===== src/hw/rtl/hsl_pkg.sv =====
package hsl_pkg;

  // Fixed-point widths: 1.0 is 2^16, so in-range operands need 17 bits
  localparam int unsigned FX_W  = 17;
  localparam int unsigned HUE_W = 16;
  localparam int unsigned SL_W  = 18;
  localparam int unsigned H6_W  = 19;
  // Chroma in 2^-32 units, at most 2^32
  localparam int unsigned C_W   = 33;
  // Channel terms in 2^-48 units, at most 2^48
  localparam int unsigned V_W   = 49;
  localparam int unsigned BYTE_W = 8;

  localparam logic [FX_W-1:0]   ONE_FX      = 17'h10000;
  localparam logic [BYTE_W-1:0] CHANNEL_MAX = 8'hFF;

  // Sixth of the hue circle
  typedef enum logic [2:0] {
    SEC_RED_YEL = 3'd0,
    SEC_YEL_GRN = 3'd1,
    SEC_GRN_CYA = 3'd2,
    SEC_CYA_BLU = 3'd3,
    SEC_BLU_MAG = 3'd4,
    SEC_MAG_RED = 3'd5
  } sector_e;

endpackage


===== src/hw/rtl/hsl_scale255.sv =====
// Scale a channel term in 2^-48 units by 255 and keep the integer byte
module hsl_scale255 (
  input  logic [hsl_pkg::V_W-1:0]    value_i,
  output logic [hsl_pkg::BYTE_W-1:0] byte_o
);

  localparam int unsigned P_W = hsl_pkg::V_W + hsl_pkg::BYTE_W;

  logic [P_W-1:0] prod;

  // value * 255 as (value << 8) - value; value <= 2^48 keeps the result below 2^56
  assign prod = {value_i, 8'h00} - {8'h00, value_i};
  assign byte_o = prod[P_W-2 -: hsl_pkg::BYTE_W];

endmodule


===== src/hw/rtl/hsl_to_rgb_converter_core.sv =====
// Channel  | Direction | Handshake                 | Payload
// ---------+-----------+---------------------------+------------------------------------------
// input    | in        | in_valid_i / in_ready_o   | hue_i, saturation_i, lightness_i
// output   | out       | out_valid_o / out_ready_i | red_o, green_o, blue_o, alpha_o, in_range_o
//
// Five register stages: range check and hue split, chroma multiply, x multiply and
// offset, channel select and add, scale by 255 into the output register.
// Accepts one transaction per cycle unless back-pressure from out_ready_i has filled every stage.
// Each stage holds its transaction while the stage after it is full and stalled,
// and bubbles are squeezed out, so in_ready_o is low only when all stages are full.
// Reset clears the valid bits only; payload registers are not reset.
module hsl_to_rgb_converter_core (
  input  logic                             clk_i,
  input  logic                             rst_ni,
  input  logic                             in_valid_i,
  output logic                             in_ready_o,
  input  logic [hsl_pkg::HUE_W-1:0]        hue_i,
  input  logic signed [hsl_pkg::SL_W-1:0]  saturation_i,
  input  logic signed [hsl_pkg::SL_W-1:0]  lightness_i,
  output logic                             out_valid_o,
  input  logic                             out_ready_i,
  output logic [hsl_pkg::BYTE_W-1:0]       red_o,
  output logic [hsl_pkg::BYTE_W-1:0]       green_o,
  output logic [hsl_pkg::BYTE_W-1:0]       blue_o,
  output logic [hsl_pkg::BYTE_W-1:0]       alpha_o,
  output logic                             in_range_o
);

  localparam int unsigned FX_W = hsl_pkg::FX_W;
  localparam int unsigned C_W  = hsl_pkg::C_W;
  localparam int unsigned V_W  = hsl_pkg::V_W;
  localparam int unsigned B_W  = hsl_pkg::BYTE_W;

  // Valid bits and stage readiness
  logic v1_q, v2_q, v3_q, v4_q, v5_q;
  logic rdy1, rdy2, rdy3, rdy4, rdy5;

  assign rdy5 = !v5_q || out_ready_i;
  assign rdy4 = !v4_q || rdy5;
  assign rdy3 = !v3_q || rdy4;
  assign rdy2 = !v2_q || rdy3;
  assign rdy1 = !v1_q || rdy2;
  assign in_ready_o = rdy1;

  // Advance valid bits
  always_ff @(posedge clk_i or negedge rst_ni) begin
    if (!rst_ni) begin
      v1_q <= 1'b0;
      v2_q <= 1'b0;
      v3_q <= 1'b0;
      v4_q <= 1'b0;
      v5_q <= 1'b0;
    end else begin
      if (rdy1) v1_q <= in_valid_i;
      if (rdy2) v2_q <= v1_q;
      if (rdy3) v3_q <= v2_q;
      if (rdy4) v4_q <= v3_q;
      if (rdy5) v5_q <= v4_q;
    end
  end

  // ---------------- Stage 1: range check, 1-|2l-1|, hue split ----------------
  logic [hsl_pkg::SL_W-1:0] sat_u, light_u, two_l, abs_a, oma_w;
  logic [hsl_pkg::H6_W-1:0] h6;
  logic [FX_W-1:0]          frac, abs_d, omd_w;

  logic                 ok1_d, ok1_q;
  logic [FX_W-1:0]      sat1_d, sat1_q, light1_d, light1_q, oma1_d, oma1_q, omd1_d, omd1_q;
  hsl_pkg::sector_e     sec1_d, sec1_q;

  always_comb begin
    sat_u   = $unsigned(saturation_i);
    light_u = $unsigned(lightness_i);
    ok1_d   = (sat_u <= {1'b0, hsl_pkg::ONE_FX}) && (light_u <= {1'b0, hsl_pkg::ONE_FX});
    two_l   = {light_u[FX_W-1:0], 1'b0};
    if (two_l >= {1'b0, hsl_pkg::ONE_FX}) begin
      abs_a = two_l - {1'b0, hsl_pkg::ONE_FX};
    end else begin
      abs_a = {1'b0, hsl_pkg::ONE_FX} - two_l;
    end
    oma_w    = {1'b0, hsl_pkg::ONE_FX} - abs_a;
    oma1_d   = oma_w[FX_W-1:0];
    h6       = {1'b0, hue_i, 2'b00} + {2'b00, hue_i, 1'b0};
    sec1_d   = hsl_pkg::sector_e'(h6[hsl_pkg::H6_W-1 -: 3]);
    frac     = h6[FX_W-1:0];
    if (frac >= hsl_pkg::ONE_FX) begin
      abs_d = frac - hsl_pkg::ONE_FX;
    end else begin
      abs_d = hsl_pkg::ONE_FX - frac;
    end
    omd_w    = hsl_pkg::ONE_FX - abs_d;
    omd1_d   = omd_w;
    sat1_d   = sat_u[FX_W-1:0];
    light1_d = light_u[FX_W-1:0];
  end

  always_ff @(posedge clk_i) begin
    if (rdy1) begin
      ok1_q    <= ok1_d;
      sat1_q   <= sat1_d;
      light1_q <= light1_d;
      oma1_q   <= oma1_d;
      omd1_q   <= omd1_d;
      sec1_q   <= sec1_d;
    end
  end

  // ---------------- Stage 2: chroma c = s * (1-|2l-1|) ----------------
  logic [2*FX_W-1:0] c_prod;
  logic [C_W-1:0]    c2_d, c2_q;
  logic              ok2_q;
  logic [FX_W-1:0]   light2_q, omd2_q;
  hsl_pkg::sector_e  sec2_q;

  assign c_prod = sat1_q * oma1_q;
  assign c2_d   = c_prod[C_W-1:0];

  always_ff @(posedge clk_i) begin
    if (rdy2) begin
      c2_q     <= c2_d;
      ok2_q    <= ok1_q;
      light2_q <= light1_q;
      omd2_q   <= omd1_q;
      sec2_q   <= sec1_q;
    end
  end

  // ---------------- Stage 3: x = c * (1-|h6 mod 2 - 1|), m = l - c/2 ----------------
  logic [C_W+FX_W-1:0] x_prod;
  logic [V_W-1:0]      x3_d, x3_q, c3_d, c3_q, m3_d, m3_q;
  logic                ok3_q;
  hsl_pkg::sector_e    sec3_q;

  always_comb begin
    x_prod = c2_q * omd2_q;
    x3_d   = x_prod[V_W-1:0];
    c3_d   = {c2_q, 16'h0000};
    m3_d   = {light2_q, 32'h0000_0000} - {1'b0, c2_q, 15'h0000};
  end

  always_ff @(posedge clk_i) begin
    if (rdy3) begin
      x3_q   <= x3_d;
      c3_q   <= c3_d;
      m3_q   <= m3_d;
      ok3_q  <= ok2_q;
      sec3_q <= sec2_q;
    end
  end

  // ---------------- Stage 4: pick c, x or 0 per channel, add m ----------------
  logic [V_W-1:0] r_sel, g_sel, b_sel;
  logic [V_W-1:0] r4_d, r4_q, g4_d, g4_q, b4_d, b4_q;
  logic           ok4_q;

  always_comb begin
    unique case (sec3_q)
      hsl_pkg::SEC_RED_YEL: begin
        r_sel = c3_q; g_sel = x3_q; b_sel = '0;
      end
      hsl_pkg::SEC_YEL_GRN: begin
        r_sel = x3_q; g_sel = c3_q; b_sel = '0;
      end
      hsl_pkg::SEC_GRN_CYA: begin
        r_sel = '0;   g_sel = c3_q; b_sel = x3_q;
      end
      hsl_pkg::SEC_CYA_BLU: begin
        r_sel = '0;   g_sel = x3_q; b_sel = c3_q;
      end
      hsl_pkg::SEC_BLU_MAG: begin
        r_sel = x3_q; g_sel = '0;   b_sel = c3_q;
      end
      default: begin
        r_sel = c3_q; g_sel = '0;   b_sel = x3_q;
      end
    endcase
    r4_d = r_sel + m3_q;
    g4_d = g_sel + m3_q;
    b4_d = b_sel + m3_q;
  end

  always_ff @(posedge clk_i) begin
    if (rdy4) begin
      r4_q  <= r4_d;
      g4_q  <= g4_d;
      b4_q  <= b4_d;
      ok4_q <= ok3_q;
    end
  end

  // ---------------- Stage 5: scale by 255, blank out-of-range transactions ----------------
  logic [B_W-1:0] r_byte, g_byte, b_byte;
  logic [B_W-1:0] red_d, red_q, green_d, green_q, blue_d, blue_q, alpha_d, alpha_q;
  logic           ok5_q;

  hsl_scale255 u_scale_r (.value_i(r4_q), .byte_o(r_byte));
  hsl_scale255 u_scale_g (.value_i(g4_q), .byte_o(g_byte));
  hsl_scale255 u_scale_b (.value_i(b4_q), .byte_o(b_byte));

  always_comb begin
    red_d   = ok4_q ? r_byte : '0;
    green_d = ok4_q ? g_byte : '0;
    blue_d  = ok4_q ? b_byte : '0;
    alpha_d = ok4_q ? hsl_pkg::CHANNEL_MAX : '0;
  end

  always_ff @(posedge clk_i) begin
    if (rdy5) begin
      red_q   <= red_d;
      green_q <= green_d;
      blue_q  <= blue_d;
      alpha_q <= alpha_d;
      ok5_q   <= ok4_q;
    end
  end

  assign out_valid_o = v5_q;
  assign red_o       = red_q;
  assign green_o     = green_q;
  assign blue_o      = blue_q;
  assign alpha_o     = alpha_q;
  assign in_range_o  = ok5_q;

`ifndef SYNTHESIS
  // Out-of-range transactions come out blank
  assert property (@(posedge clk_i) disable iff (!rst_ni)
    out_valid_o && !in_range_o |->
      (red_o == '0) && (green_o == '0) && (blue_o == '0) && (alpha_o == '0))
    else $error("out-of-range transaction not blanked");

  // In-range transactions carry full alpha
  assert property (@(posedge clk_i) disable iff (!rst_ni)
    out_valid_o && in_range_o |-> alpha_o == hsl_pkg::CHANNEL_MAX)
    else $error("alpha wrong for in-range transaction");

  // Input stalls only when every stage is full and the output is blocked
  assert property (@(posedge clk_i) disable iff (!rst_ni)
    !in_ready_o |-> v1_q && v2_q && v3_q && v4_q && v5_q && !out_ready_i)
    else $error("input stalled with a free stage");

  // A blocked output transaction is held
  assert property (@(posedge clk_i) disable iff (!rst_ni)
    out_valid_o && !out_ready_i |=> out_valid_o && $stable(red_o) && $stable(in_range_o))
    else $error("stalled output transaction changed");
`endif

endmodule

===== config.mk =====
export PLATFORM = sky130hd
export DESIGN_NAME = hsl_to_rgb_converter_core
export DESIGN_NICKNAME = d
export VERILOG_FILES = /design/src/hw/rtl/hsl_pkg.sv /design/src/hw/rtl/hsl_scale255.sv /design/src/hw/rtl/hsl_to_rgb_converter_core.sv
export SDC_FILE = /design/constraint.sdc
export NUM_CORES = 2
export LEC_CHECK = 0
export ABC_CLOCK_PERIOD_IN_PS = 7950
export BUFFER_PORTS_ARGS = -buffer_cell sky130_fd_sc_hd__buf_2
export CORE_AREA = 4 4 228 397
export DETAILED_ROUTE_END_ITERATION = 16
export DIE_AREA = 0 0 232 401
export PLACE_DENSITY = 0.75
export SLEW_MARGIN = 30
export SYNTH_ARGS = -nofsm -noshare
export SYNTH_HDL_FRONTEND = slang
export SYNTH_SLANG_ARGS = --single-unit

===== constraint.sdc =====
create_clock -name clk_i -period 7.95 [get_ports clk_i]
set_clock_uncertainty 0.1 [all_clocks]
set_input_delay 0.3975 -clock clk_i [delete_from_list [all_inputs] [get_ports clk_i]]
set_output_delay 0.3975 -clock clk_i [all_outputs]
set_load 0.03 [all_outputs]

==> impl_metrics.yaml <==
floorplanning:
  dieArea_um2: 93000
  core_um2: 87000
  fp.dieH_um: 401
  initial_core_util_pct: 59.9
  die_x_um: 232
  fp-row-count: 143
  io_pins: 91
timing:
  fin_crit_ns: 7.43
  final-max-slew-violation-count: 0
  period_share_pct: 93.4
  hold_viol_final: 0
  rsz0062_at_grt: "false"
  fin_setup_tns_ns: 0
  worst_pin_slew_ns: 1.04
  slew_headroom_pct: 30.4
  max_freq_mhz: 135
  setup_viol: 0
clocking:
  cts_made_buffers: 43
  root_buffer: "clkbuf_16"
  ctsResizeCount: 0
  cts_setup_buffers: 0
  cts_tree: "done"
  clock-sinks: 425
  ctsHtreeMaxLevel: 2
  clock_latency_ns: 0.61
  clk_pin_slew_worst_paths_ns: 0.07
  clk_path_buf_depth: 3
detailed_routing:
  final_antenna_net_count: 0
  detail_route.wirelength_um: 137000
  vias_per_cell: 5.82
  vias: 39200
  drtPass1Iterations: 8
  drc: 0
  drt-initial-drc-count: 2182
  wl_per_cell_um: 20.3
setup_path:
  start_kind: "flip-flop"
  crit_path_end_kind: "flip-flop"
  cp_max_fo: 14
  cp.arrival_ns: 7.67
  critPathRequiredTime_ns: 8.19
  path_class: "reg2reg"
global_routing:
  grt_max_degree: 81
  grt_usage_pct: 29.8
  grt_pass1_wl_um: 218000
  grt_overflow_total: 0
  antenna_found_initial: 4
  grt_pass1_vias: 42300
synth:
  ys.flop_type: "edfxtp_1"
  ys_top_cells_by_area: "edfxtp_1, fa_1, ha_1"
  synth_top_area_cell: "edfxtp_1"
  ys_seq_area_share_pct: 24.5
  yosys-top-cells-count: "inv_1, nand2_1, fa_1, ha_1, edfxtp_1"
  synth_area_um2: 52100
  synth_fp_nets: 6693
  synth_edf_count: 420
  syn-instance-count: 5502
  synth_async_sr_flop_share_pct: 1.18
  ys_types: 86
  ys_ff_latch: 425
  yosysWarnings: 0
  synth_top_area_share_pct: 24.2
  synth.avg_cell_area_um2: 9.47
  yosysMostFrequentCell: "inv_1"
min_path:
  hp-class: "in2reg"
run:
  timing.max_cap.violations: 0
placement:
  io_buffers: 90
  hpwlAfterDp_um: 111000
  place_congestion: 0.946
layout:
  nets: 6728
  drive_above_1_share_pct: 4.79
  area_growth_pct: 6.58
outcome:
  outcome: "completed"
placed cells by master (no fill, tap or decap), types with 56 or more instances in the layout:
cell type and count:
inv_1 965, nand2_1 733, fa_1 628, ha_1 507, edfxtp_1 420, and2_1 392, a21oi_1 267, xnor2_1 174
nor2_1 169, o21ai_0 158, a21o_1 135, buf_2 90, xor2_1 75, nor3_1 67, buf_4 57, nand3_1 56
sequential cells by signal, indices dropped and copies added, names as in the netlist, 3 cells and up:
signal	flops
b4_q	47
g4_q	47
r4_q	47
x3_q	47
c2_q	32
c3_q	32
m3_q	32
light1_q	17
light2_q	17
sat1_q	17
omd1_q	16
omd2_q	16
oma1_q	15
blue_o	8
green_o	8
red_o	8
sec1_q	3
sec2_q	3
sec3_q	3
per-layer routing:
metal	track usage (%)	part of all wire, %	up-vias	wire, um
met3	2.81	3.8	555	5210
met1	29.6	33	19400	44500
li1	-	-	18000	-
met5	0	0	-	0
met4	22.6	9.6	0	13200
met2	56.2	54	1235	74000
cell families after synthesis:
logic type | after synthesis | synth area share (%)
XOR/XNOR | 253 | 4.27
buffers and inverters | 1161 | 8.45
adder cells (fa/ha/maj) | 1135 | 36.3
AO/OA/AOI/OAI | 871 | 11.0
multiplexers | 11 | 0.221
AND/OR/NAND/NOR | 1646 | 15.3
flip-flops | 425 | 24.5
metrics by stage:
stage	setup slack, ns	cell area [um2]	std cells	hold slack (ns)	utilization [%]
global placement	0.675	53700	6614	0.112	61.7
detailed placement	0.578	53700	6615	0.117	61.8
finish	0.521	55500	6734	0.0512	63.8
global route	0.148	55500	6733	0.0350	63.8
CTS	0.571	55500	6730	0.00466	63.8
floorplan	1.21	52100	5502	0.00191	-
area by class of cell:
cell class / count / area (um2)
Multi-Input combinational cell: 3916 / 35000
Fill cell: 7212 / 31500
Sequential cell: 425 / 12700
Inverter: 965 / 3620
Tap cell: 1160 / 1450
Timing Repair Buffer: 186 / 1270
Clock buffer: 46 / 1090
Clock inverter: 32 / 317
Antenna cell: 4 / 10.0
worst max-delay path, cell delays in order, from the launching register on:
cell and delay [ns]:
edfxtp_1 0.82, buf_4 0.28, nand2_1 0.09, fa_1 0.56, inv_1 0.05, fa_1 0.49, fa_1 0.57, fa_1 0.43
fa_1 0.49, inv_1 0.05, fa_1 0.48, inv_1 0.05, ha_1 0.34, nand3_1 0.14, or3_1 0.39, or3_1 0.44
a2bb2oi_1 0.19, a21oi_2 0.35, nor3_1 0.12, o21a_1 0.24, o31a_1 0.30, o21bai_1 0.16, xor2_1 0.09
final timing paths:
| check | start | endpoint | slack [ns] | depth (start not counted) |
|---|---|---|---|---|
| setup / recovery | c2_q[12]$_DFFE_PP_ | x3_q[45]$_DFFE_PP_ | 0.52 | 22 |
| hold / removal | lightness_i[2] | light1_q[2]$_DFFE_PP_ | 0.05 | 1 |
| setup reg to reg | c2_q[12]$_DFFE_PP_ | x3_q[45]$_DFFE_PP_ | 0.52 | 22 |
| hold reg to reg | sec1_q[2]$_DFFE_PP_ | sec2_q[2]$_DFFE_PP_ | 0.32 | 0 |
| max in group asynchronous | rst_ni | v4_q$_DFFE_PN0P_ | 7.56 | 2 |
| min in group asynchronous | rst_ni | v2_q$_DFFE_PN0P_ | 0.06 | 2 |
timing repair:
| item | in CTS | in global routing |
|---|---|---|
| endpoints found under the hold margin | 40 | 0 |
| hold buffers | 37 | 0 |
| endpoints found under the setup margin | 0 | 0 |
Power is left out: the tool's default activity adds up to more than one toggle a clock period on the data nets, which glitch-free logic cannot reach.
